--- config.mk ---
export PLATFORM = sky130hd
export DESIGN_NAME = cts_ratio
export DESIGN_NICKNAME = d
export VERILOG_FILES = /design/src/rtl/cts_pkg.sv /design/src/rtl/cts_ratio.sv
export SDC_FILE = /design/constraint.sdc
export NUM_CORES = 1
export LEC_CHECK = 0
export BUFFER_PORTS_ARGS = -buffer_cell sky130_fd_sc_hd__buf_2
export CORE_UTILIZATION = 50
export CTS_CLUSTER_DIAMETER = 60
export CTS_CLUSTER_SIZE = 28
export DETAILED_ROUTE_END_ITERATION = 8
export HOLD_SLACK_MARGIN = 0.15
export PLACE_DENSITY = 0.82
export SETUP_SLACK_MARGIN = 0.5
export SLEW_MARGIN = 20
export SYNTH_ARGS = -nofsm -noshare
export SYNTH_HDL_FRONTEND = slang
export SYNTH_SLANG_ARGS = --single-unit
export TNS_END_PERCENT = 30
--- constraint.sdc ---
create_clock -name clk -period 5.1 [get_ports clk]
set_clock_uncertainty 0.1 [all_clocks]
set_input_delay 0.255 -clock clk [delete_from_list [all_inputs] [get_ports clk]]
set_output_delay 0.255 -clock clk [all_outputs]
set_load 0.02 [all_outputs]
--- src/rtl/cts_pkg.sv ---
package cts_pkg;

  localparam int RAW_W = 19;
  localparam int K_W = 29;
  localparam int PROD_W = RAW_W + K_W;
  localparam int R_W = 32;
  localparam int X_W = 30;
  localparam int REM_W = 33;
  localparam int SQRT_STAGES = X_W;
  localparam int ACC_W = 36;
  localparam int MAG_W = 35;
  localparam int XLO_W = 15;
  localparam int XHI_W = X_W - XLO_W;
  localparam int PP_W = MAG_W + XLO_W;
  localparam int SUM_W = MAG_W + X_W;
  localparam int X_FRAC = 28;
  localparam int RND_W = SUM_W - X_FRAC;
  localparam int SAL_SHIFT = 8;
  localparam int SAL_W = 32;
  localparam int NCOEF = 6;

  localparam logic [63:0] RECIP_FULL =
      (((64'd1 << 34) * 64'd10000) + 64'd265324) / 64'd530648;
  localparam logic [K_W-1:0] RECIP_K = K_W'(RECIP_FULL);

  localparam logic [63:0] C5_MAG = ((64'd27081 << 24) + 64'd5000) / 64'd10000;
  localparam logic [63:0] C4_MAG = ((64'd70261 << 24) + 64'd5000) / 64'd10000;
  localparam logic [63:0] C3_MAG = ((64'd140941 << 24) + 64'd5000) / 64'd10000;
  localparam logic [63:0] C2_MAG = ((64'd253851 << 24) + 64'd5000) / 64'd10000;
  localparam logic [63:0] C1_MAG = ((64'd1692 << 24) + 64'd5000) / 64'd10000;
  localparam logic [63:0] C0_MAG = ((64'd8 << 24) + 64'd500) / 64'd1000;

  typedef logic signed [ACC_W-1:0] acc_t;

  // horner order, highest power first
  localparam acc_t POLY [NCOEF] = '{
    acc_t'(C5_MAG),
    acc_t'(64'd0 - C4_MAG),
    acc_t'(C3_MAG),
    acc_t'(C2_MAG),
    acc_t'(64'd0 - C1_MAG),
    acc_t'(C0_MAG)
  };

endpackage

--- src/rtl/cts_ratio.sv ---
module cts_ratio
  import cts_pkg::*;
(
  input  logic                    clk,
  input  logic                    rst,
  input  logic                    in_valid,
  output logic                    in_ready,
  input  logic signed [19:0]      conductivity,
  output logic                    out_valid,
  input  logic                    out_ready,
  output logic [R_W-1:0]          r_out,
  output logic                    neg_out
);

  logic              v1, v2;
  logic              neg1, neg2;
  logic [PROD_W-1:0] prod;
  logic [R_W-1:0]    ratio;
  logic              rdy1, rdy2;
  logic [PROD_W:0]   prod_rnd;

  assign rdy2 = !v2 || out_ready;
  assign rdy1 = !v1 || rdy2;
  assign in_ready = rdy1;

  // conductivity times fixed reciprocal of the standard
  always_ff @(posedge clk) begin
    if (rst) begin
      v1 <= 1'b0;
    end else if (rdy1) begin
      v1 <= in_valid;
    end
  end

  always_ff @(posedge clk) begin
    if (rdy1 && in_valid) begin
      neg1 <= conductivity[19];
      prod <= PROD_W'(conductivity[RAW_W-1:0]) * PROD_W'(RECIP_K);
    end
  end

  assign prod_rnd = {1'b0, prod} + (PROD_W+1)'(32768);

  always_ff @(posedge clk) begin
    if (rst) begin
      v2 <= 1'b0;
    end else if (rdy2) begin
      v2 <= v1;
    end
  end

  always_ff @(posedge clk) begin
    if (rdy2 && v1) begin
      neg2  <= neg1;
      ratio <= prod_rnd[R_W+15:16];
    end
  end

  assign out_valid = v2;
  assign r_out     = ratio;
  assign neg_out   = neg2;

endmodule

==> results.md <==
Status:
- The run finished, with violations left.
- The final reports fail on setup timing.

Setup path:
- At the worst endpoint, the required time is 5.08 ns.
- The type of element capturing the critical path is a register.
- The worst-case reg-to-reg path depth is 8.
- The category of the critical setup timing path is in2reg.
- The startpoint class of the critical path is an input port.
- The peak fanout along the critical path is 5.
- Data on the critical path arrives at its endpoint at 5.14 ns.

Yosys:
- The count of flip-flops with a built-in enable after synthesis is 67.
- The synthesized design spends more area on one cell type than any other, namely sky130_fd_sc_hd__ha_1.
- By area the synthesized netlist is led by sky130_fd_sc_hd__ha_1 (26%), sky130_fd_sc_hd__fa_1 (23%), sky130_fd_sc_hd__edfxtp_1 (20%), sky130_fd_sc_hd__inv_1 (9.6%), sky130_fd_sc_hd__xnor2_1 (3.3%).
- The area share of the largest cell type after synthesis is 25.9%.
- The most instantiated flip-flop cell in the synthesis netlist is sky130_fd_sc_hd__edfxtp_1.
- Sequential elements use 20.4% of the synthesized area.
- The fraction of registers with async set/reset is 0%.
- The number of warnings printed during yosys synthesis is 0.
- The net count after synthesis is 1350.
- The cell area that synthesis handed to floorplanning was 10100 um2.
- The cell count after synthesis is 1002.
- The mean instance size in the synthesized netlist is 10.0 um2.
- The number of distinct standard cells referenced by the synthesized netlist is 46.
- In this run, synthesis produced a sequential element count of 69.

Global routing:
- The via count of the first global-routing pass is 8029.
- The number of antenna violations at the first check in global routing is 0.
- The global-route wire length before repair is 38.5 mm.
- The maximum number of pins on one net before global-route repair is 35.
- The total congestion overflow after global routing is 0.
- The overall track demand over capacity in global routing is 24.6%.

Routing:
- The routed wire length per instance is 16.8 um.
- The detailed router finished its first iteration with 541 violations.
- The length of the first detailed-routing pass in iterations is 5.
- Across all layers, the routed design uses 7774 vias.
- After detailed routing, the total wire length is 25.4 mm.
- The post-detailed-route via-to-cell ratio is 5.16.
- The detail route stage leaves a number of antenna-violating nets equal to 0.
- The number of remaining DRC errors is 0.

CTS:
- The cell at the root of the clock tree is sky130_fd_sc_hd__clkbuf_16.
- The later pin in the worst-skew pair is clocked with a latency of 0.33 ns.
- The count of clock tree sinks is 69.
- TritonCTS built the clock tree.
- The clock edge transition at the registers on the reported setup and hold paths is 0.05 ns.
- The maximum clock path buffer count is 2.
- The clock tree synthesis step divided the H-tree into 3 levels.
- The number of clock buffers added by TritonCTS is 9.

Timing:
- Setup repair after global routing could not meet its margin everywhere.
- Counting I/O delays and the setup requirement, the final critical path takes 5.17 ns.
- For the final routed database, the setup TNS stands at -0.0718 ns.
- The number of pins with negative max-slew slack in the final report is 0.
- The worst pin sits at a relative slew slack of 68.1%.
- The count of final hold-check violations is 0.
- The post-route fraction of the period consumed by the critical path is 101%.
- The slack of the critical path is -0.0684 ns.
- The final count of negative-setup-slack endpoints is 2.
- The highest clock rate is 193 MHz.
- The transition time at the pin with the least slew margin is 0.477 ns.

Run:
- Across the run, the number of max-cap violations was 0.

Placement:
- The weighted congestion at the end of routability-driven global placement is 0.994.
- The count of buffers inserted at the top-level ports is 58.
- The half-perimeter wire length after detailed placement is 20.6 mm.

Layout:
- The fraction of final layout cells sized beyond drive strength 1 is 30.3%.
- The total number of nets in the final design is 1585.
- The number of diodes added for antenna fixing is 0.
- In the layout the commonest cells are sky130_fd_sc_hd__inv_1 (234), sky130_fd_sc_hd__ha_1 (171), sky130_fd_sc_hd__buf_4 (159).
- Leaving out fill and tap cells, the most frequent cell in the layout is sky130_fd_sc_hd__inv_1.
- The area growth from synthesis to layout is 31.0%.

Die:
- From left edge to right edge, the die measures 144 um.
- The site row count is 51.
- The region available for standard cell placement spans 19600 um2.
- The die is 144 um tall.
- The initial core utilization is 51.3%.
- The boundary pin count is 59.
- The die area is 20700 um2.

Min path:
- The path class of the tightest hold or removal check is reg2reg.
- The number of cells on the worst hold path is 0.
[cell usage after synthesis (5+ instances only)]
cell and instances:
sky130_fd_sc_hd__inv_1 258, sky130_fd_sc_hd__nand3_1 17, sky130_fd_sc_hd__o21ai_0 23, sky130_fd_sc_hd__a21oi_1 41, sky130_fd_sc_hd__a31oi_1 7, sky130_fd_sc_hd__xnor2_1 38, sky130_fd_sc_hd__fa_1 116, sky130_fd_sc_hd__and3_1 17
sky130_fd_sc_hd__nand2_1 45, sky130_fd_sc_hd__nand4_1 12, sky130_fd_sc_hd__edfxtp_1 67, sky130_fd_sc_hd__a21o_1 11, sky130_fd_sc_hd__clkbuf_1 12, sky130_fd_sc_hd__xor2_1 22, sky130_fd_sc_hd__o21bai_1 6, sky130_fd_sc_hd__nand2b_1 5
sky130_fd_sc_hd__nor2_1 35, sky130_fd_sc_hd__ha_1 208, sky130_fd_sc_hd__nor2b_1 6
[critical path, cell delays in order]
cell and delay [ns]:
sky130_fd_sc_hd__buf_2 0.13, sky130_fd_sc_hd__buf_6 0.14, sky130_fd_sc_hd__ha_4 0.22, sky130_fd_sc_hd__inv_1 0.06
sky130_fd_sc_hd__ha_2 0.17, sky130_fd_sc_hd__inv_1 0.06, sky130_fd_sc_hd__fa_1 0.41, sky130_fd_sc_hd__inv_2 0.11
sky130_fd_sc_hd__fa_1 0.46, sky130_fd_sc_hd__fa_1 0.50, sky130_fd_sc_hd__inv_1 0.05, sky130_fd_sc_hd__fa_1 0.53
sky130_fd_sc_hd__inv_1 0.12, sky130_fd_sc_hd__ha_4 0.33, sky130_fd_sc_hd__a21o_1 0.21, sky130_fd_sc_hd__a31oi_4 0.06
sky130_fd_sc_hd__o22ai_1 0.20, sky130_fd_sc_hd__nor2_1 0.12, sky130_fd_sc_hd__o31a_1 0.31, sky130_fd_sc_hd__o41a_1 0.15
sky130_fd_sc_hd__a311o_1 0.41, sky130_fd_sc_hd__xnor2_2 0.14
[kinds of logic (layout without fill, tap and decap cells)]
family	count (synthesis)	count (layout)	share of synthesized area, %
DFF	69	69	20.4
buffers and inverters	271	511	10.2
and+or+nand+nor	153	153	7.34
AOI/OAI and AO/OA	125	125	7.90
adders and majority gates	324	324	49.0
xor gates and xnor gates	60	60	5.23
[stage by stage]
stage               hold WS, ns  area (um2)  instances  worst slack, ns  utilization, %
floorplan                 0.227       10300       1002          -0.0226               -
global placement          0.304       12000       1470           -0.320            61.3
detailed placement        0.318       12000       1470           -0.478            61.3
CTS                       0.357       12700       1498           0.0122            64.9
global route              0.353       13200       1507           -0.115            67.2
finish                    0.344       13200       1507          -0.0684            67.2
[sequential cells by signal (all words and copies together), names as in the netlist]
signal	count
r_out	32
prod	33
v1	1
out_valid	1
neg1	1
neg_out	1
[final timing paths]
path                        start         to  slack, ns
hold reg to reg              neg1    neg_out       0.34
hold / removal               neg1    neg_out       0.34
setup reg to reg         prod[17]  r_out[24]       2.76
setup / recovery  conductivity[3]   prod[47]      -0.07
[layer usage]
metal	wire [um]	global-route usage, %
met1	11000	31.1
met2	12800	43.7
met4	740	8.40
met3	897	2.57
met5	0	0
[final cells by class]
class / instances / area, um2
Clock buffer: 11 / 233
Multi-Input combinational cell: 662 / 7750
Clock inverter: 5 / 51.3
Sequential cell: 69 / 2050
Inverter: 258 / 980
Fill cell: 1412 / 6420
Tap cell: 265 / 332
Timing Repair Buffer: 237 / 1770
[timing repair]
item,4_1_cts,5_1_grt
buffers inserted,8,9
endpoints found under the setup margin,26,27
hold endpoints to repair,3,0
hold buffers,4,0
pin swaps,52,75
resized for setup,69,84
Power is left out: the tool's default activity adds up to more than one toggle a clock period on the data nets, which glitch-free logic cannot reach.
