$ cat config.mk
export PLATFORM = sky130hd
export DESIGN_NAME = cts_isqrt
export DESIGN_NICKNAME = d
export VERILOG_FILES = /design/src/rtl/cts_pkg.sv /design/src/rtl/cts_isqrt.sv
export SDC_FILE = /design/constraint.sdc
export NUM_CORES = 2
export LEC_CHECK = 0
export BUFFER_PORTS_ARGS = -buffer_cell sky130_fd_sc_hd__buf_2
export CORE_ASPECT_RATIO = 0.8
export CORE_UTILIZATION = 45
export DETAILED_ROUTE_END_ITERATION = 10
export PLACE_DENSITY = 0.72
export SYNTH_ARGS = -nofsm -noshare
export SYNTH_HDL_FRONTEND = slang
export SYNTH_SLANG_ARGS = --single-unit
$ cat constraint.sdc
create_clock -name clk -period 6.55 [get_ports clk]
set_input_delay 0.655 -clock clk [delete_from_list [all_inputs] [get_ports clk]]
set_output_delay 0.655 -clock clk [all_outputs]
set_load 0.1 [all_outputs]
$ cat src/rtl/cts_pkg.sv
package cts_pkg;

  localparam int RAW_W = 19;
  localparam int K_W = 29;
  localparam int PROD_W = RAW_W + K_W;
  localparam int R_W = 32;
  localparam int X_W = 30;
  localparam int REM_W = 33;
  localparam int SQRT_STAGES = X_W;
  localparam int ACC_W = 36;
  localparam int MAG_W = 35;
  localparam int XLO_W = 15;
  localparam int XHI_W = X_W - XLO_W;
  localparam int PP_W = MAG_W + XLO_W;
  localparam int SUM_W = MAG_W + X_W;
  localparam int X_FRAC = 28;
  localparam int RND_W = SUM_W - X_FRAC;
  localparam int SAL_SHIFT = 8;
  localparam int SAL_W = 32;
  localparam int NCOEF = 6;

  localparam logic [63:0] RECIP_FULL =
      (((64'd1 << 34) * 64'd10000) + 64'd265324) / 64'd530648;
  localparam logic [K_W-1:0] RECIP_K = K_W'(RECIP_FULL);

  localparam logic [63:0] C5_MAG = ((64'd27081 << 24) + 64'd5000) / 64'd10000;
  localparam logic [63:0] C4_MAG = ((64'd70261 << 24) + 64'd5000) / 64'd10000;
  localparam logic [63:0] C3_MAG = ((64'd140941 << 24) + 64'd5000) / 64'd10000;
  localparam logic [63:0] C2_MAG = ((64'd253851 << 24) + 64'd5000) / 64'd10000;
  localparam logic [63:0] C1_MAG = ((64'd1692 << 24) + 64'd5000) / 64'd10000;
  localparam logic [63:0] C0_MAG = ((64'd8 << 24) + 64'd500) / 64'd1000;

  typedef logic signed [ACC_W-1:0] acc_t;

  // horner order, highest power first
  localparam acc_t POLY [NCOEF] = '{
    acc_t'(C5_MAG),
    acc_t'(64'd0 - C4_MAG),
    acc_t'(C3_MAG),
    acc_t'(C2_MAG),
    acc_t'(64'd0 - C1_MAG),
    acc_t'(C0_MAG)
  };

endpackage

$ cat src/rtl/cts_isqrt.sv
module cts_isqrt
  import cts_pkg::*;
(
  input  logic             clk,
  input  logic             rst,
  input  logic             in_valid,
  output logic             in_ready,
  input  logic [R_W-1:0]   r_in,
  input  logic             neg_in,
  output logic             out_valid,
  input  logic             out_ready,
  output logic [X_W-1:0]   x_out,
  output logic             neg_out
);

  logic [SQRT_STAGES-1:0] vld;
  logic [SQRT_STAGES:0]   rdy;
  logic [SQRT_STAGES-1:0] neg;
  logic [REM_W-1:0]       rem  [SQRT_STAGES];
  logic [X_W-1:0]         root [SQRT_STAGES];
  logic [R_W-1:0]         bits [SQRT_STAGES];

  assign rdy[SQRT_STAGES] = out_ready;
  assign in_ready = rdy[0];

  // one root bit per stage, radicand is the ratio shifted up by 28
  for (genvar i = 0; i < SQRT_STAGES; i++) begin : g_stage
    logic             v_prev;
    logic             neg_prev;
    logic [REM_W-1:0] rem_prev;
    logic [X_W-1:0]   root_prev;
    logic [R_W-1:0]   bits_prev;
    logic [REM_W+1:0] rem_sh;
    logic [REM_W+1:0] trial;
    logic             ge;

    if (i == 0) begin : g_first
      assign v_prev    = in_valid;
      assign neg_prev  = neg_in;
      assign rem_prev  = '0;
      assign root_prev = '0;
      assign bits_prev = r_in;
    end else begin : g_next
      assign v_prev    = vld[i-1];
      assign neg_prev  = neg[i-1];
      assign rem_prev  = rem[i-1];
      assign root_prev = root[i-1];
      assign bits_prev = bits[i-1];
    end

    assign rdy[i]  = !vld[i] || rdy[i+1];
    assign rem_sh  = {rem_prev, bits_prev[R_W-1 -: 2]};
    assign trial   = {(REM_W+2-X_W-2)'(0), root_prev, 2'b01};
    assign ge      = rem_sh >= trial;

    always_ff @(posedge clk) begin
      if (rst) begin
        vld[i] <= 1'b0;
      end else if (rdy[i]) begin
        vld[i] <= v_prev;
      end
    end

    always_ff @(posedge clk) begin
      if (rdy[i] && v_prev) begin
        neg[i]  <= neg_prev;
        rem[i]  <= ge ? REM_W'(rem_sh - trial) : REM_W'(rem_sh);
        root[i] <= {root_prev[X_W-2:0], ge};
        bits[i] <= {bits_prev[R_W-3:0], 2'b00};
      end
    end
  end

  assign out_valid = vld[SQRT_STAGES-1];
  assign x_out     = root[SQRT_STAGES-1];
  assign neg_out   = neg[SQRT_STAGES-1];

endmodule

==> flow_summary_export.csv <==
group,metric,value,unit
outcome,status,"finished clean",
setup_path,crit_path_end,"in_ready",
logic_synthesis,yosys_register_bits,1661,
sta,max_slew_margin,0.2057,
global_routing,antenna_found_initial,2,
floorplan,start_util,0.4550,
routing,firstDrtPassIters,6,
clock_network,cts.sinks,1661,
setup_path,critical_path_class,"register to output pin",
sta,drv_slew,0,
sta,setup_tns,0,ns
global_routing,track_usage,0.1773,
routing,vias_per_cell,5.478,
power_and_ir_drop,power.leakage,34.41,nW
hold_path,hp-class,"input pin to register",
floorplan,dieArea,0.1894,sq mm
logic_synthesis,synth_cell_type_count,89,
setup_path,rr_startpoint,"rem[0][248]$_DFFE_PP_",
placement,routabilityCongestion,0.8852,
sta,timing.fmax,0.1843,GHz
sta,setup_viol,0,
setup_path,cpPeakStageDelay,0.68,ns
floorplan,rows,141,
power_and_ir_drop,switching_share,0.1995,
sta,hold_viol,0,
routing,met3_length,8210,um
routing,drt_iter0_markers,4442,
logic_synthesis,ys.flop_type,"edfxtp_1",
global_routing,grt_overflow,0,
logic_synthesis,avgSynthCellArea,11.99,sq um
logic_synthesis,syn_area,0.08445,sq mm
power_and_ir_drop,pwr-share-clk,0.448,
finish,drive_gt1_frac,0.07682,
power_and_ir_drop,internal_power,17.26,mW
placement,io_buffers,69,
routing,via_count,54080,
logic_synthesis,synthArstFlopShare,0,
clock_network,clkSlewWorstSetupHoldPaths,0.07,ns
floorplan,die_h,389.5,um
logic_synthesis,ys_seq_area_frac,0.5871,
floorplan,coreArea,0.1856,sq mm
sta,holdWs,0.1114,ns
routing,drtAntennaViolNets,0,
placement,post_dp_cell_area,0.08817,sq mm
placement,dpl.hpwl,123900,um
routing,dr_wl_met2,79980,um
sta,timing.final.crit_share,0.8285,
routing,met1_length,76250,um
power_and_ir_drop,pwr-share-seq,0.542,
setup_path,rr_worst_depth,9,
finish,design_area,0.09402,sq mm
floorplan,die_w,486.3,um
routing,routed_wl,169000,um
setup_path,ff2ff_setup_slack,1.94,ns
setup_path,crit_slowest_cell,"nor4_2",
setup_path,crit_path_start_kind,"register",
logic_synthesis,syn_inst,7046,
flow_run,drv_cap,0,
sta,rsz0062_at_grt,"false",
logic_synthesis,ys_warn_count,0,
global_routing,grt_max_degree,64,
sta,finalClockSkew,0.06462,ns
clock_network,root_buffer,"clkbuf_16",
global_routing,grt_pass1_wl,274200,um
setup_path,worstSetupStartpoint,"out_valid$_SDFFE_PP0P_",
finish,syn_to_final_growth,11.33,%
clock_network,cts_buffers,166,
logic_synthesis,synth-edff-count,1631,
setup_path,end_kind,"output pin",
setup_path,worstPathCellList,"nor2b_1 -> and3_1 -> nand4_1 -> nor4_2 -> nand2_1 -> nor4_1 -> buf_4 -> and3_1 -> nand4_1 -> buf_2",
global_routing,grt_pass1_vias,52950,
power_and_ir_drop,power,21.56,mW
power_and_ir_drop,power_density,229.4,mW/mm^2
routing,top_layer_used,"met4",
finish,final_nets,7761,
setup_path,worstReg2RegEnd,"rem[0][290]$_DFFE_PP_",
clock_network,htreeDepth,4,
power_and_ir_drop,ir_drop,258.6,uV
logic_synthesis,synth_nets,7565,
setup_path,crit_arrival,4.77,ns
setup_path,path_max_fanout,7,
power_and_ir_drop,power_frac_comb,0.010,
routing,route.detailed.drc,0,
clock_network,cts_resized,0,
routing,post_drt_wl_per_cell,17.12,um
sta,worstMarginPinSlew,1.186,ns
sta,period_needed,5.427,ns
setup_path,required,5.89,ns
power_and_ir_drop,p_sw,4.303,mW
clock_network,clk_latency,0.82,ns
clock_network,clk_path_buf_depth,3,
clock_network,cts_tree,"built",
floorplan,pin_count,70,
## power groups by stage
stage / Sequential, mW / Clock (mW) / Combinational (mW)
finish: 11.7 / 9.67 / 0.212
global route: 11.7 / 10.3 / 0.239
CTS: 11.7 / 9.89 / 0.214
detailed placement: 11.9 / 0 / 0.198
global placement: 11.9 / 0 / 0.191
floorplan: 11.9 / 0 / 0.141
## through the flow
step,cells,setup slack (ns),util
global route,9872,0.7597,0.5066
detailed placement,9545,1.513,0.4751
finish,9872,1.123,0.5066
CTS,9869,1.062,0.5065
floorplan,7046,0.1992,-
global placement,9545,1.556,0.4751
## worst max-delay path: cells and delay by family (launching register included)
family                 cells  cell delay, ns
buffers and inverters      2            0.56
AND/OR/NAND/NOR            8            3.08
flip-flops                 1            0.32
## timing repair
action                                 CTS  global route
buffers inserted                         0             0
hold buffers                            30             0
endpoints found under the hold margin   30             0
## metal layers
metal	GRT usage	vias to the layer above
met1	0.2390	26090
met5	0	-
met3	0.02471	304
li1	-	26260
met4	0.05709	0
met2	0.2950	1419
## Yosys cell counts, types with 117 or more instances
master,number,area (sq um)
a21o_1,166,1246
a21oi_1,394,1972
edfxtp_1,1631,48980
ha_1,469,5868
inv_1,593,2226
nand2_1,504,1892
nand3_1,117,585.6
nor2_1,453,1700
nor3_1,186,930.9
o21ai_0,391,1957
xnor2_1,355,3109
xor2_1,340,2978
## final cells by class
cell class	instances	area, sq um
antenna	2	5.005
fill	15740	91580
tap	2502	3131
sequential	1661	49580
clock inverter	93	1250
timing repair buffer	149	1018
inverter	594	2230
clock buffer	201	4285
multi-input combinational	4670	32520
## state kept, by name, indices dropped and copies added (netlist names)
signal / flops
neg_out: 1
g_stage.neg_prev: 29
root: 465
bits: 240
g_stage.v_prev: 29
out_valid: 1
rem: 896
## placed cells by master, fill, tap and decap left out, types with 28 or more instances in the layout
cell type / netlist / final
nor2_1: 453 / 450
nand3_1: 117 / 117
o31ai_1: 62 / 62
xor2_1: 340 / 340
nor3_1: 186 / 183
inv_1: 593 / 593
dlygate4sd3_1: 0 / 30
a211oi_1: 53 / 53
and3_1: 40 / 40
and2_1: 34 / 32
mux2_2: 103 / 103
clkbuf_1: 103 / 35
nand2_1: 504 / 504
or2_2: 43 / 43
buf_4: 0 / 49
o21a_1: 95 / 95
nand4_1: 50 / 50
a21o_1: 166 / 166
a31oi_1: 39 / 35
nand3b_1: 28 / 28
nand2b_1: 89 / 89
or3_1: 87 / 87
o21ai_0: 391 / 390
or4_1: 58 / 58
nor2b_1: 64 / 52
ha_1: 469 / 469
buf_2: 7 / 69
dfxtp_1: 30 / 30
xnor2_1: 355 / 355
o21bai_1: 40 / 40
a21oi_1: 394 / 392
edfxtp_1: 1631 / 1631
nor4_1: 111 / 110
clkinv_1: 0 / 30
clkbuf_16: 0 / 166
## worst min path at each step
stage | startpoint | endpoint | slack (ns) | cells after the start
after global routing | r_in[30] | root[0][0]$_DFFE_PP_ | 0.08 | 2
after CTS | r_in[30] | root[0][0]$_DFFE_PP_ | 0.04 | 2
after detailed placement | bits[0][81]$_DFFE_PP_ | bits[0][113]$_DFFE_PP_ | 0.40 | 0
after floorplan | bits[0][68]$_DFFE_PP_ | bits[0][100]$_DFFE_PP_ | 0.40 | 0
final | r_in[30] | root[0][0]$_DFFE_PP_ | 0.11 | 2
after global placement | bits[0][98]$_DFFE_PP_ | bits[0][130]$_DFFE_PP_ | 0.40 | 0
## cells by family after synthesis
family          Yosys count  synth area share
simple gates           1953            0.1164
xor+xnor                695           0.07208
flops                  1661            0.5871
other cells               1        0.00004441
mux                     112           0.01480
fa+ha+maj               482           0.07257
buf+inv                 715           0.03206
compound gates         1427            0.1049
No activity file was read; power rests on OpenSTA's default activity.
