==> src/rtl/cts_pkg.sv <==
package cts_pkg;

  localparam int RAW_W = 19;
  localparam int K_W = 29;
  localparam int PROD_W = RAW_W + K_W;
  localparam int R_W = 32;
  localparam int X_W = 30;
  localparam int REM_W = 33;
  localparam int SQRT_STAGES = X_W;
  localparam int ACC_W = 36;
  localparam int MAG_W = 35;
  localparam int XLO_W = 15;
  localparam int XHI_W = X_W - XLO_W;
  localparam int PP_W = MAG_W + XLO_W;
  localparam int SUM_W = MAG_W + X_W;
  localparam int X_FRAC = 28;
  localparam int RND_W = SUM_W - X_FRAC;
  localparam int SAL_SHIFT = 8;
  localparam int SAL_W = 32;
  localparam int NCOEF = 6;

  localparam logic [63:0] RECIP_FULL =
      (((64'd1 << 34) * 64'd10000) + 64'd265324) / 64'd530648;
  localparam logic [K_W-1:0] RECIP_K = K_W'(RECIP_FULL);

  localparam logic [63:0] C5_MAG = ((64'd27081 << 24) + 64'd5000) / 64'd10000;
  localparam logic [63:0] C4_MAG = ((64'd70261 << 24) + 64'd5000) / 64'd10000;
  localparam logic [63:0] C3_MAG = ((64'd140941 << 24) + 64'd5000) / 64'd10000;
  localparam logic [63:0] C2_MAG = ((64'd253851 << 24) + 64'd5000) / 64'd10000;
  localparam logic [63:0] C1_MAG = ((64'd1692 << 24) + 64'd5000) / 64'd10000;
  localparam logic [63:0] C0_MAG = ((64'd8 << 24) + 64'd500) / 64'd1000;

  typedef logic signed [ACC_W-1:0] acc_t;

  // horner order, highest power first
  localparam acc_t POLY [NCOEF] = '{
    acc_t'(C5_MAG),
    acc_t'(64'd0 - C4_MAG),
    acc_t'(C3_MAG),
    acc_t'(C2_MAG),
    acc_t'(64'd0 - C1_MAG),
    acc_t'(C0_MAG)
  };

endpackage

==> src/rtl/cts_horner_step.sv <==
module cts_horner_step
  import cts_pkg::*;
(
  input  logic             clk,
  input  logic             rst,
  input  acc_t             coef,
  input  logic             in_valid,
  output logic             in_ready,
  input  acc_t             acc_in,
  input  logic [X_W-1:0]   x_in,
  input  logic             neg_in,
  output logic             out_valid,
  input  logic             out_ready,
  output acc_t             acc_out,
  output logic [X_W-1:0]   x_out,
  output logic             neg_out
);

  logic             v1, v2, v3, v4, v5;
  logic             rdy1, rdy2, rdy3, rdy4, rdy5;
  logic             sg1, sg2, sg3, sg4;
  logic             neg1, neg2, neg3, neg4, neg5;
  logic [X_W-1:0]   x1, x2, x3, x4, x5;
  logic [MAG_W-1:0] mag1, mag2;
  logic [PP_W-1:0]  plo2, plo3;
  logic [PP_W-1:0]  phi3;
  logic [RND_W-1:0] rnd4;
  acc_t             acc5;
  logic [ACC_W-1:0] acc_abs;
  logic [SUM_W-1:0] sum;
  logic [ACC_W+1:0] coef_x;
  logic [ACC_W+1:0] rnd_x;

  assign rdy5 = !v5 || out_ready;
  assign rdy4 = !v4 || rdy5;
  assign rdy3 = !v3 || rdy4;
  assign rdy2 = !v2 || rdy3;
  assign rdy1 = !v1 || rdy2;
  assign in_ready = rdy1;

  always_ff @(posedge clk) begin
    if (rst) begin
      v1 <= 1'b0;
      v2 <= 1'b0;
      v3 <= 1'b0;
      v4 <= 1'b0;
      v5 <= 1'b0;
    end else begin
      if (rdy1) v1 <= in_valid;
      if (rdy2) v2 <= v1;
      if (rdy3) v3 <= v2;
      if (rdy4) v4 <= v3;
      if (rdy5) v5 <= v4;
    end
  end

  // sign and magnitude
  assign acc_abs = acc_in[ACC_W-1] ? (ACC_W'(0) - acc_in) : acc_in;

  always_ff @(posedge clk) begin
    if (rdy1 && in_valid) begin
      sg1  <= acc_in[ACC_W-1];
      mag1 <= acc_abs[MAG_W-1:0];
      x1   <= x_in;
      neg1 <= neg_in;
    end
  end

  // low partial product
  always_ff @(posedge clk) begin
    if (rdy2 && v1) begin
      sg2  <= sg1;
      mag2 <= mag1;
      x2   <= x1;
      neg2 <= neg1;
      plo2 <= PP_W'(mag1) * PP_W'(x1[XLO_W-1:0]);
    end
  end

  // high partial product
  always_ff @(posedge clk) begin
    if (rdy3 && v2) begin
      sg3  <= sg2;
      x3   <= x2;
      neg3 <= neg2;
      plo3 <= plo2;
      phi3 <= PP_W'(mag2) * PP_W'(x2[X_W-1 -: XHI_W]);
    end
  end

  // combine and round half away from zero
  assign sum = SUM_W'(plo3) + {phi3, XLO_W'(0)} + (SUM_W'(1) << (X_FRAC - 1));

  always_ff @(posedge clk) begin
    if (rdy4 && v3) begin
      sg4  <= sg3;
      x4   <= x3;
      neg4 <= neg3;
      rnd4 <= sum[SUM_W-1:X_FRAC];
    end
  end

  // apply sign and add coefficient
  assign coef_x = {{2{coef[ACC_W-1]}}, coef};
  assign rnd_x  = (ACC_W+2)'(rnd4);

  always_ff @(posedge clk) begin
    if (rdy5 && v4) begin
      x5   <= x4;
      neg5 <= neg4;
      acc5 <= sg4 ? acc_t'(coef_x - rnd_x) : acc_t'(coef_x + rnd_x);
    end
  end

  assign out_valid = v5;
  assign acc_out   = acc5;
  assign x_out     = x5;
  assign neg_out   = neg5;

endmodule

==> config.mk <==
export PLATFORM = sky130hd
export DESIGN_NAME = cts_horner_step
export DESIGN_NICKNAME = d
export VERILOG_FILES = /design/src/rtl/cts_pkg.sv /design/src/rtl/cts_horner_step.sv
export SDC_FILE = /design/constraint.sdc
export NUM_CORES = 2
export LEC_CHECK = 0
export ABC_AREA = 1
export BUFFER_PORTS_ARGS = -buffer_cell sky130_fd_sc_hd__buf_2
export CAP_MARGIN = 5
export CORE_MARGIN = 2
export CORE_UTILIZATION = 45
export CTS_CLUSTER_DIAMETER = 50
export DETAILED_ROUTE_END_ITERATION = 6
export PLACE_DENSITY = 0.66
export SLEW_MARGIN = 15
export SYNTH_ARGS = -nofsm -noshare
export SYNTH_HDL_FRONTEND = slang
export SYNTH_SLANG_ARGS = --single-unit
==> constraint.sdc <==
create_clock -name clk -period 14.38 [get_ports clk]
set_clock_uncertainty 0.1 [all_clocks]
set_input_delay 4.314 -clock clk [delete_from_list [all_inputs] [get_ports clk]]
set_output_delay 4.314 -clock clk [all_outputs]
set_load 0.05 [all_outputs]
==> run_results.csv <==
group,metric,value,unit
status,status,"finished, violations left",
status,violations,"DRC",
worst_hold_path,min_from,"plo2[20]",
routing,vias,43096,
synth,ys_ff_latch,425,
routing,drtIter0Drc,3037,
global_routing,grt_max_degree,86,
worst_setup_path,critical_path_class,"input port to output pin",
worst_setup_path,path_cells,"buf_2 > nor2_1 > inv_1 > nor2_1 > inv_1 > nor2_1 > inv_1 > nor2_1 > inv_1 > nor2_1 > inv_1 > buf_2",
floorplanning,die_w,356,um
global_routing,grt_pass1_vias,45853,
routing,drt-total-wl,153,mm
worst_setup_path,critPathMaxStageDelay,0.22,ns
clock_tree,htree_levels,2,
floorplanning,dieArea,127000,um^2
clock_tree,clk_latency,0.64,ns
routing,postRouteAntennaNets,0,
synth,synth_cells,6743,
final_layout,area.growth.synth_to_final,7.81,%
worst_setup_path,critPathRequiredTime,9.97,ns
timing,setup_tns,0,ns
timing,fmax,0.0973,GHz
timing,setup_viol,0,
final_layout,final_util,48.7,%
worst_hold_path,hold_path.class,"flip-flop to flip-flop",
final_layout,final_nets,8101,
worst_setup_path,slowest_stage,"nor2_1",
floorplanning,core,123000,um^2
clock_tree,hold_buffers,0,
global_routing,track_usage,25.1,%
clock_tree,clk_pin_slew,0.06,ns
clock_tree,numClockSinks,425,
floorplanning,floorplan.rows,129,
synth,synthArstFlopShare,0,%
clock_tree,cts-root-buf,"clkbuf_16",
floorplanning,die_y,356,um
global_routing,overflow,0,
clock_tree,postCtsSetupBuffers,0,
global_routing,antenna_found_initial,7,
routing,drc,5,
placement,io_buffer_count,175,
final_layout,fillCellCount,11928,
timing,maxSlewHeadroom,27.9,%
worst_setup_path,critPathLaunch,"out_ready",
floorplanning,io_pins,176,
synth,synth_cell_types,50,
timing,period_share,71.5,%
synth,synth_area,55700,um^2
placement,finalWeightedCongestion,0.970,
flow_run,drv_cap,0,
timing,finalHoldViolations,0,
worst_setup_path,crit_path_start_kind,"input port",
synth,ys_warn_count,0,
global_routing,grt_pass1_wl,248,mm
final_layout,diodes,0,
worst_setup_path,critical_path_arrival,5.86,ns
placement,place_area,58200,um^2
worst_setup_path,reg2reg_from,"mag1[17]",
worst_setup_path,cp-end-kind,"output pin",
final_layout,postLayoutCellArea,60100,um^2
floorplanning,start_util,45.2,%
timing,worst_pin_slew,1.08,ns
timing,drv_slew,0,
final_layout,drive_gt1_share,6.08,%
synth,postSynthAreaPerCell,8.26,um^2
clock_tree,ctsResizeCount,0,
synth,yosysSeqAreaShare,22.8,%
routing,via_per_inst,5.07,
clock_tree,tritoncts,"yes",
clock_tree,numCtsBuffers,51,
worst_setup_path,crit_fanout,3,
timing,rsz0062_at_grt,"false",
routing,wl_per_cell,18.0,um
clock_tree,cts_buffer_depth,3,
routing,firstDrtPassIters,7,
synth,synth_nets,8029,
placement,hpwl,123,mm
timing,post-route-min-period,10.28,ns
synth,synth_edf_count,420,
synth,synthFlopType,"edfxtp_1",
## sequential cells by signal, summed over array words and instances, names as in the netlist, 30 cells and up
| register | count |
|---|---|
| x_out | 30 |
| mag1 | 35 |
| x4 | 30 |
| x1 | 30 |
| plo2 | 35 |
| x2 | 30 |
| phi3 | 49 |
| acc_out | 36 |
| mag2 | 35 |
| rnd4 | 36 |
| plo3 | 35 |
| x3 | 30 |
## worst max-delay path: cells and delay by family
kind | cells | cell delay [ns]
buffers and inverters | 7 | 0.73
AND/OR/NAND/NOR | 5 | 0.81
## final timing paths
check                           endpoint  slack [ns]  depth (start not counted)
worst min-delay path            plo3[20]        0.27                          0
worst max-delay path            in_ready        4.10                         12
worst min register to register  plo3[20]        0.27                          0
worst max register to register  plo2[47]        7.69                         19
## through the flow
step | hold WS [ns] | worst slack [ns] | std cells
finish | 0.274 | 4.10 | 8493
global route | 0.300 | 3.89 | 8493
CTS | 0.271 | 4.10 | 8493
detailed placement | 0.305 | 4.15 | 8399
global placement | 0.300 | 3.92 | 8399
floorplan | 0.300 | 4.72 | 6743
## cells in the mapped netlist, types with 10 or more instances
library cell | n | area share [%]
inv_1 | 1847 | 12
nand2_1 | 1695 | 11
fa_1 | 853 | 31
edfxtp_1 | 420 | 23
nor2_1 | 388 | 2.6
ha_1 | 326 | 7.3
a21oi_1 | 246 | 2.2
clkbuf_1 | 192 | 1.3
nand3_1 | 138 | 1.2
o21ai_0 | 133 | 1.2
xor2_1 | 119 | 1.9
nand4_1 | 53 | 0.60
xnor2_1 | 47 | 0.74
nor3_1 | 43 | 0.39
nand2_2 | 27 | 0.30
o21bai_1 | 27 | 0.36
o21ai_1 | 19 | 0.17
a21o_1 | 16 | 0.22
inv_2 | 14 | 0.094
nor2_2 | 14 | 0.16
a21boi_0 | 13 | 0.18
a31oi_1 | 12 | 0.13
nand3_2 | 12 | 0.22
o21a_1 | 11 | 0.15
nor2_4 | 10 | 0.20
## cell usage in the layout, fill, tap and decap left out, types with 11 or more instances in the layout
cell       instances
inv_1           1845
nand2_1         1695
fa_1             853
edfxtp_1         420
nor2_1           385
ha_1             326
a21oi_1          246
buf_2            175
nand3_1          138
o21ai_0          133
xor2_1           119
nand4_1           53
clkbuf_16         51
xnor2_1           47
nor3_1            43
buf_4             42
nand2_2           27
o21bai_1          27
o21ai_1           19
a21o_1            16
inv_2             14
nor2_2            14
nor2_4            13
a21boi_0          13
nand3_2           12
a31oi_1           12
o21a_1            11
## routing by layer
metal / share of wire [%] / track usage [%] / up-vias / wire length [um]
met2: 49 / 43.0 / 1421 / 74600
met5: 0.010 / 0 / - / 16
met3: 6.5 / 3.50 / 285 / 10000
li1: - / - / 20079 / -
met1: 42 / 32.9 / 21309 / 64000
met4: 3.0 / 7.85 / 2 / 4640
## cells by family (layout without fill, tap and decap cells)
logic type | after synthesis | count (layout) | synth area share [%]
buffers and inverters | 2059 | 2172 | 13.9
AOI/OAI and AO/OA | 502 | 502 | 5.02
DFF | 425 | 425 | 22.8
adders and majority gates | 1179 | 1179 | 38.0
xor gates and xnor gates | 167 | 167 | 2.64
and+or+nand+nor | 2411 | 2411 | 17.6
## layout make-up
class / count / area (um^2) / share of cell area (%)
Clock buffer: 56 / 1290 / 2.16
Clock inverter: 38 / 548 / 0.913
Inverter: 1861 / 6990 / 11.6
Multi-Input combinational cell: 4259 / 35300 / 58.7
Sequential cell: 425 / 12700 / 21.2
Tap cell: 1637 / 2050 / 3.41
Timing Repair Buffer: 217 / 1190 / 1.98
Power is left out: the tool's default activity adds up to more than one toggle a clock period on the data nets, which glitch-free logic cannot reach.
