## config.mk

```make
export PLATFORM = sky130hd
export DESIGN_NAME = cts_round
export DESIGN_NICKNAME = d
export VERILOG_FILES = /design/src/rtl/cts_pkg.sv /design/src/rtl/cts_round.sv
export SDC_FILE = /design/constraint.sdc
export NUM_CORES = 1
export LEC_CHECK = 0
export BUFFER_PORTS_ARGS = -buffer_cell sky130_fd_sc_hd__buf_4
export CORE_UTILIZATION = 57
export DETAILED_ROUTE_END_ITERATION = 12
export PLACE_DENSITY = 0.8
export SLEW_MARGIN = 5
export SYNTH_ARGS = -nofsm -noshare
export SYNTH_HDL_FRONTEND = slang
export SYNTH_SLANG_ARGS = --single-unit
export TNS_END_PERCENT = 20
```

## constraint.sdc

```tcl
create_clock -name clk -period 3.5 [get_ports clk]
set_input_delay 0.7 -clock clk [delete_from_list [all_inputs] [get_ports clk]]
set_output_delay 0.7 -clock clk [all_outputs]
set_load 0.02 [all_outputs]
```

## src/rtl/cts_pkg.sv

```systemverilog
package cts_pkg;

  localparam int RAW_W = 19;
  localparam int K_W = 29;
  localparam int PROD_W = RAW_W + K_W;
  localparam int R_W = 32;
  localparam int X_W = 30;
  localparam int REM_W = 33;
  localparam int SQRT_STAGES = X_W;
  localparam int ACC_W = 36;
  localparam int MAG_W = 35;
  localparam int XLO_W = 15;
  localparam int XHI_W = X_W - XLO_W;
  localparam int PP_W = MAG_W + XLO_W;
  localparam int SUM_W = MAG_W + X_W;
  localparam int X_FRAC = 28;
  localparam int RND_W = SUM_W - X_FRAC;
  localparam int SAL_SHIFT = 8;
  localparam int SAL_W = 32;
  localparam int NCOEF = 6;

  localparam logic [63:0] RECIP_FULL =
      (((64'd1 << 34) * 64'd10000) + 64'd265324) / 64'd530648;
  localparam logic [K_W-1:0] RECIP_K = K_W'(RECIP_FULL);

  localparam logic [63:0] C5_MAG = ((64'd27081 << 24) + 64'd5000) / 64'd10000;
  localparam logic [63:0] C4_MAG = ((64'd70261 << 24) + 64'd5000) / 64'd10000;
  localparam logic [63:0] C3_MAG = ((64'd140941 << 24) + 64'd5000) / 64'd10000;
  localparam logic [63:0] C2_MAG = ((64'd253851 << 24) + 64'd5000) / 64'd10000;
  localparam logic [63:0] C1_MAG = ((64'd1692 << 24) + 64'd5000) / 64'd10000;
  localparam logic [63:0] C0_MAG = ((64'd8 << 24) + 64'd500) / 64'd1000;

  typedef logic signed [ACC_W-1:0] acc_t;

  // horner order, highest power first
  localparam acc_t POLY [NCOEF] = '{
    acc_t'(C5_MAG),
    acc_t'(64'd0 - C4_MAG),
    acc_t'(C3_MAG),
    acc_t'(C2_MAG),
    acc_t'(64'd0 - C1_MAG),
    acc_t'(C0_MAG)
  };

endpackage

```

## src/rtl/cts_round.sv

```systemverilog
module cts_round
  import cts_pkg::*;
(
  input  logic              clk,
  input  logic              rst,
  input  logic              in_valid,
  output logic              in_ready,
  input  acc_t              acc_in,
  input  logic              neg_in,
  output logic              out_valid,
  input  logic              out_ready,
  output logic [SAL_W-1:0]  sal_out,
  output logic              flag_out
);

  localparam int Q_W = ACC_W - SAL_SHIFT + 1;

  logic             v1, v2;
  logic             rdy1, rdy2;
  logic             sg1, neg1;
  logic [ACC_W-1:0] mag1;
  logic [ACC_W:0]   mag_rnd;
  logic [Q_W-1:0]   q;
  logic [SAL_W-1:0] sal;
  logic             flag;

  assign rdy2 = !v2 || out_ready;
  assign rdy1 = !v1 || rdy2;
  assign in_ready = rdy1;

  always_ff @(posedge clk) begin
    if (rst) begin
      v1 <= 1'b0;
      v2 <= 1'b0;
    end else begin
      if (rdy1) v1 <= in_valid;
      if (rdy2) v2 <= v1;
    end
  end

  always_ff @(posedge clk) begin
    if (rdy1 && in_valid) begin
      sg1  <= acc_in[ACC_W-1];
      neg1 <= neg_in;
      mag1 <= acc_in[ACC_W-1] ? (ACC_W'(0) - acc_in) : acc_in;
    end
  end

  // q24 to q16, half away from zero; magnitude stays well inside 32 bits
  assign mag_rnd = {1'b0, mag1} + (ACC_W+1)'(1 << (SAL_SHIFT - 1));
  assign q       = mag_rnd[ACC_W:SAL_SHIFT];

  always_ff @(posedge clk) begin
    if (rdy2 && v1) begin
      flag <= neg1;
      if (neg1) begin
        sal <= '0;
      end else if (sg1) begin
        sal <= SAL_W'(0) - SAL_W'(q);
      end else begin
        sal <= SAL_W'(q);
      end
    end
  end

  assign out_valid = v2;
  assign sal_out   = sal;
  assign flag_out  = flag;

endmodule
```

==> impl_results.md, run 1 <==
* Total number of vias at 3510
* Share of the synthesized area in the top cell type at 42.4%
* Clock insertion delay at the later pin of the skew report at about 0.34 ns
* Post-route fraction of the period consumed by the critical path at 88.4%
* Syn Area/Cell at 10.2 sq um
* Hold slack at roughly 0.47 ns
* Worst setup path category: flop to flop
* Hold buffer count at CTS at 0
* ANT nets after route at 0
* Relative slew slack at 59.3%
* Total wirelength of the detailed-routed design at around 9.1 mm
* Detailed-route wire length on metal 1 at around 4.4 mm
* Height of the chip at 89.7 microns
* Max Root-Sink Buffers at 2
* Met3 layer wire length in the routed design at 434 microns
* Total track usage at between 20% and 30%
* Total power per unit cell area at 401 nW/um^2
* Post-synth EDFFs at 62
* Crit start category: flop
* Level count of the clock H-tree at 3
* Final Non-Filler Cells at 611
* Post-synthesis to final-layout area growth at 20.9%
* Area leader, netlist: sky130_fd_sc_hd__edfxtp_1
* First-pass GRT wire length at 16.1 mm
* Hold/Removal Path Class: flop to flop
* Starting Density at 59.8%
* Post-CTS setup buffer count at 0
* Die boundary width at approximately 90 microns
* Detailed placement HPWL at 7.11 mm
* Total I/O pin count at 76
* Routed via count divided by cell count at 5.74
* WP data arrival at between 3 and 4 ns
* RSZ-0062 raised after global routing: false
* Outcome: finished clean
* Critical Path End Type: flop
* Highest net fanout along the worst path at 7
* Inserted Clock Buffers at 9
* Mapped Cells at 429
* Post-CTS clock slew at the launch and capture registers of the worst setup and hold paths at 0.08 ns
* Filler Cells Inserted at 547
* Total placed cells including tap cells at 595
* Ys Warns at 0
* Pre-CTS worst setup slack at 0.276 ns
* Clock net sink count at 64
* Initial drt markers at 207
* #FFs+latches synth at 64
* Sequential area share after synthesis at 43.4%
* Row count at 31
* Number of design rule violations left after detail routing at 0
* Hold Vio Cnt, Final at 0
* Final critical path time including I/O delays and setup at 3.09 ns
* Synth cell count leaders: sky130_fd_sc_hd__edfxtp_1, sky130_fd_sc_hd__xnor2_1, sky130_fd_sc_hd__nor2_1
* Worst vdd ir at between 0.15 and 0.2 mV
* Netlist area before placement at roughly 4400 sq um
* Final setup margin at 0.405 ns
* Layout cell share with drive strength beyond 1 at 25.6%
* Antenna violations before repair at 0
* N_diodes at 0
* Top layer in use: met4
* Worst Tran Pin Value at 0.605 ns
* Total global routing overflow at 0
* Library cell used as clock root buffer: sky130_fd_sc_hd__clkbuf_8
* Leading cell type by number of instances after synthesis: sky130_fd_sc_hd__edfxtp_1
* Resized cells post-CTS at 0
* Number of nets in the layout at 550
* IO buf count at 75
* Synthesized Nets at 472
* Leakage power summed over all cells at 1.88 nW
* TritonCTS clock tree: yes
* Most used flip-flop cell after synthesis: sky130_fd_sc_hd__edfxtp_1
* Total power consumption of the routed design at around 2.1 mW
* Final sum of negative setup slack at 0 ns
* Last weighted congestion value of the routability-driven placer at between 0.9 and 1
* Fmax at 0.323 GHz
* Number of optimization iterations in the first detailed-route pass at 6
* Maximum capacitance violations at 0
* Final-report setup violation count at 0
* Required time reported for the critical path endpoint at around 3.6 ns
* Met2 wire length at 4.11 mm
* Cell variety after synth at 62
* Maximum number of pins on one net before global-route repair at 40
* Via count of the first global-routing pass at 3400
* Overall die area at ~8000 sq um
* Largest clock skew in the final design at 0.0115 ns
* Largest cells by area after synthesis: sky130_fd_sc_hd__edfxtp_1, sky130_fd_sc_hd__xnor2_1, sky130_fd_sc_hd__nor2_1, sky130_fd_sc_hd__xor2_1, sky130_fd_sc_hd__nand2_1
* Fin. max-slew vios at 0
* Core Region at 7330 sq um
* Synth async-reset ratio at 0%
* Average routed wire per standard cell at 15.0 microns
[final timing paths]
path	startpoint	endpoint	slack [ns]	cells past startpoint
setup / recovery	mag1[7]	sal_out[27]	0.41	8
hold / removal	neg1	flag_out	0.47	0
setup reg to reg	mag1[7]	sal_out[27]	0.41	8
hold reg to reg	neg1	flag_out	0.47	0
[layout make-up]
class	instances	area (sq um)	share of cell area, %
Multi-Input combinational cell	339	2360	44.6
Clock buffer	9	124	2.33
Timing Repair Buffer	86	646	12.2
Sequential cell	64	1900	35.8
Tap cell	99	124	2.33
Clock inverter	7	120	2.26
Inverter	7	26.3	0.495
[flip-flops by register name (all words and copies together), names as in the netlist]
register and cells:
flag_out 1, neg1 1, out_valid 1, sg1 1, mag1 29, sal_out 30
v1 1
[where the power goes]
| group | total, mW | leakage, nW | internal (mW) | switching (mW) |
|---|---|---|---|---|
| clock | 0.768 | 0.119 | 0.474 | 0.294 |
| combinational | 0.399 | 1.15 | 0.178 | 0.222 |
| sequential | 0.960 | 0.615 | 0.911 | 0.0492 |
[metrics by stage]
step | utilization [%] | instance area, sq um
6_report | 72.4 | 5310
4_1_cts | 72.4 | 5310
2_1_floorplan | - | 4390
5_1_grt | 72.4 | 5310
3_5_place_dp | 69.0 | 5060
3_3_place_gp | 69.0 | 5060
[layout by cell type, fill, tap and decap left out, types with 11 or more instances in the layout]
master	instances
sky130_fd_sc_hd__buf_4	86
sky130_fd_sc_hd__edfxtp_1	62
sky130_fd_sc_hd__nand2_1	31
sky130_fd_sc_hd__nand2b_1	13
sky130_fd_sc_hd__nand3_1	16
sky130_fd_sc_hd__nand4_1	11
sky130_fd_sc_hd__nor2_1	39
sky130_fd_sc_hd__nor3_1	12
sky130_fd_sc_hd__nor4_1	15
sky130_fd_sc_hd__o21ai_0	13
sky130_fd_sc_hd__xnor2_1	56
sky130_fd_sc_hd__xor2_1	15
[metal layers]
metal  global-route usage, %  up-vias
met5                       0        -
met4                    9.29        0
met3                    3.30       15
met2                    40.1      120
met1                    34.1     1611
li1                        -     1764
[critical path: stages, from the launching register on]
cell and delay, ns:
sky130_fd_sc_hd__edfxtp_1 0.45, sky130_fd_sc_hd__ha_1 0.32, sky130_fd_sc_hd__nand2_1 0.19, sky130_fd_sc_hd__nand4_1 0.19
sky130_fd_sc_hd__a2111oi_4 0.43, sky130_fd_sc_hd__o221ai_2 0.27, sky130_fd_sc_hd__nor4_4 0.50, sky130_fd_sc_hd__a41oi_2 0.17
sky130_fd_sc_hd__mux2_1 0.33
[kinds of logic (layout without fill, tap and decap cells)]
family                   Yosys count  after routing  share of synthesized area, %
AND/OR/NAND/NOR                  184            184                          24.3
XOR/XNOR                          71             71                          14.2
buffers and inverters             26            109                          2.82
adder cells (fa/ha/maj)            2              2                         0.570
AO/OA/AOI/OAI                     74             74                          12.9
flip-flops                        64             64                          43.4
multiplexers                       8              8                          1.88
Note: power is estimated with default switching activity, not from simulation.
==> run 2: changes to the inputs <==
--- a/config.mk
+++ b/config.mk
@@ -6,7 +6,9 @@
 export NUM_CORES = 1
 export LEC_CHECK = 0
 export BUFFER_PORTS_ARGS = -buffer_cell sky130_fd_sc_hd__buf_4
-export CORE_UTILIZATION = 57
+export CELL_PAD_IN_SITES_DETAIL_PLACEMENT = 2
+export CELL_PAD_IN_SITES_GLOBAL_PLACEMENT = 2
+export CORE_UTILIZATION = 36
 export DETAILED_ROUTE_END_ITERATION = 12
 export PLACE_DENSITY = 0.8
 export SLEW_MARGIN = 5
==> impl_results.md, run 2 (synthesized netlist as in run 1, its figures left out) <==
* Outcome: finished clean
* Post-CTS setup buffer count at 0 (unchanged)
* Number of design rule violations left after detail routing at 0 (unchanged)
* Hold Vio Cnt, Final at 0 (unchanged)
* R2r setup slk at 0.25 ns (-0.16 ns)
* Post-synthesis to final-layout area growth at 23.6%
* Library cell used as clock root buffer: sky130_fd_sc_hd__clkbuf_16
* Most used cells in the layout excluding fill and tap cells: sky130_fd_sc_hd__buf_4, sky130_fd_sc_hd__edfxtp_1, sky130_fd_sc_hd__xnor2_1
* Hold buffer count at CTS at 0 (unchanged)
* Total track usage at 21.3% (-3.6 points)
* Highest net fanout along the worst path at 7 (unchanged)
* Crit start category: flop
* Worst setup path category: flop to flop
* Largest clock skew in the final design at 0.00598 ns (-0.00550 ns)
* Worst Tran Pin Value at 0.661 ns (+0.0562 ns)
* Clock net sink count at 64 (unchanged)
* Final Non-Filler Cells at 656 (+7.4%)
* Post-route fraction of the period consumed by the critical path at 92.9% (+4.5 points)
* Total I/O pin count at 76 (unchanged)
* Total power per unit cell area at 422 nW/um^2 (+5.3%)
* Via count of the first global-routing pass at 3924 (+15%)
* Layout cell share with drive strength beyond 1 at 25.3% (-0.24 points)
* Resized cells post-CTS at 0 (unchanged)
* Last weighted congestion value of the routability-driven placer at 0.839 (-9.0%)
* Antenna violations before repair at 0 (unchanged)
* Area after detailed placement at 5120 sq um (+1.2%)
* Number of stages on the worst hold path at 2 (+2)
* Cell with the largest stage delay on the worst path: sky130_fd_sc_hd__nor4_1
* Routed via count divided by cell count at 5.55 (-3.4%)
* Level count of the clock H-tree at 3 (unchanged)
* Worst path bufs/invs at 0 (unchanged)
* Final-report setup violation count at 0 (unchanged)
* Footprint of the multi-input gates at 2360 sq um (unchanged)
* Filler Cells Inserted at 1251 (+130%)
* Clock insertion delay at the later pin of the skew report at 0.34 ns (about the same)
* Number of cell instances on the worst register-to-register path at 8 (unchanged)
* First-pass GRT wire length at 21.0 mm (+31%)
* Top Family by Delay on Critical Path: simple AND/OR/NAND/NOR gates
* Maximum capacitance violations at 0 (unchanged)
* Hold slack at 0.522 ns (+0.0491 ns)
* Final critical path time including I/O delays and setup at 3.25 ns (+0.156 ns)
* Row count at 39 (+26%)
* Max Root-Sink Buffers at 2 (unchanged)
* RSZ-0062 raised after global routing: false
* Initial drt markers at 265 (+28%)
* Total power consumption of the routed design at 2.29 mW (+7.6%)
* Average routed wire per standard cell at 18.8 microns (+26%)
* Most common cell after layout, fill and taps aside: sky130_fd_sc_hd__buf_4
* Post-CTS clock slew at the launch and capture registers of the worst setup and hold paths at 0.05 ns (-0.03 ns)
* Core Region at 11700 sq um (+59%)
* TritonCTS clock tree: yes
* Fin. max-slew vios at 0 (unchanged)
* Inserted Clock Buffers at 9 (unchanged)
* Worst vdd ir at 0.202 mV (+1.9%)
* Relative slew slack at 55.5% (-3.8 points)
* Required time reported for the critical path endpoint at 3.58 ns (-0.02 ns)
* Pre-CTS worst setup slack at 0.204 ns (-0.0714 ns)
* List of cells traversed by the critical path: ha_1 > and2_1 > nand4_1 > nor4_1 > a21oi_2 > nor4_4 > a41oi_2 > mux2_1
* Final Util at 46.5% (-26 points)
* Total number of vias at 3639 (+3.7%)
* WP data arrival at 3.33 ns (+0.14 ns)
* Final setup margin at 0.249 ns (-0.156 ns)
* Overall die area at 12600 sq um (+57%)
* CP Depth at 8 (unchanged)
* Hold/Removal Path Class: input port to flop
* Sequential cell area at 1900 sq um (unchanged)
* Detailed placement HPWL at 9.41 mm (+32%)
* Largest register FFs at 30 (unchanged)
* N_diodes at 0 (unchanged)
* Number of optimization iterations in the first detailed-route pass at 4 (-2)
* Final sum of negative setup slack at 0 ns (unchanged)
* Post-route standard cell area excluding fillers at 5420 sq um (+2.2%)
* Biggest cell delay along the critical path at 0.52 ns (+0.02 ns)
* Total placed cells including tap cells at 640 (+7.6%)
* Total global routing overflow at 0 (unchanged)
* Die boundary width at 112 microns (+25%)
* Leakage power summed over all cells at 1.92 nW (+1.9%)
* Height of the chip at 112 microns (+25%)
* ANT nets after route at 0 (unchanged)
* Critical Path End Type: flop
* Fmax at 0.308 GHz (-4.8%)
* Starting Density at 37.6% (-22 points)
* Maximum number of pins on one net before global-route repair at 39 (-2.5%)
* IO buf count at 75 (unchanged)
* Number of nets in the layout at 551 (+0.18%)
* Total wirelength of the detailed-routed design at 12.3 mm (+35%)
[run 2: changes by cell type in the layout (fill, tap and decap cells not counted), sizes merged]
cell      previous run  this run
clkbuf               9        13
bufinv               3         1
buf                 86        87
clkinv               3         2
clkinvlp             1         0
[run 2: area by class of cell]
| cell class | count | area share, % |
|---|---|---|
| clock buffer | 13 | 4.80 |
| clock inverter | 3 | 0.738 |
| inverter | 7 | 0.484 |
| multi-input combinational | 339 | 43.6 |
| sequential | 64 | 35.1 |
| tap | 143 | 3.30 |
| timing repair buffer | 87 | 12.0 |
[run 2: path summary, 6_finish.rpt]
kind / start / end
max: mag1[8] / sal_out[27]
min: rst / out_valid
max reg2reg: mag1[8] / sal_out[27]
min reg2reg: v1 / out_valid
[run 2: where the power goes]
group / switching (mW) / internal [mW] / total, mW / leakage [nW]
Combinational: 0.238 / 0.178 / 0.416 / 1.15
Sequential: 0.0535 / 0.913 / 0.967 / 0.615
Clock: 0.319 / 0.588 / 0.907 / 0.150
[run 2: worst register-to-register path: cells and delay by family (launching register included)]
kind,cells,cell delay (ns)
mux,1,0.35
flops,1,0.42
simple gates,4,1.57
compound gates,2,0.33
fa+ha+maj,1,0.33
[run 2: layer usage]
metal / track usage [%] / vias up / wire length [microns]
li1: - / 1763 / -
met1: 28.5 / 1786 / 5810
met5: 0 / - / 0
met2: 34.8 / 74 / 5990
met3: 3.29 / 16 / 356
met4: 7.82 / 0 / 194
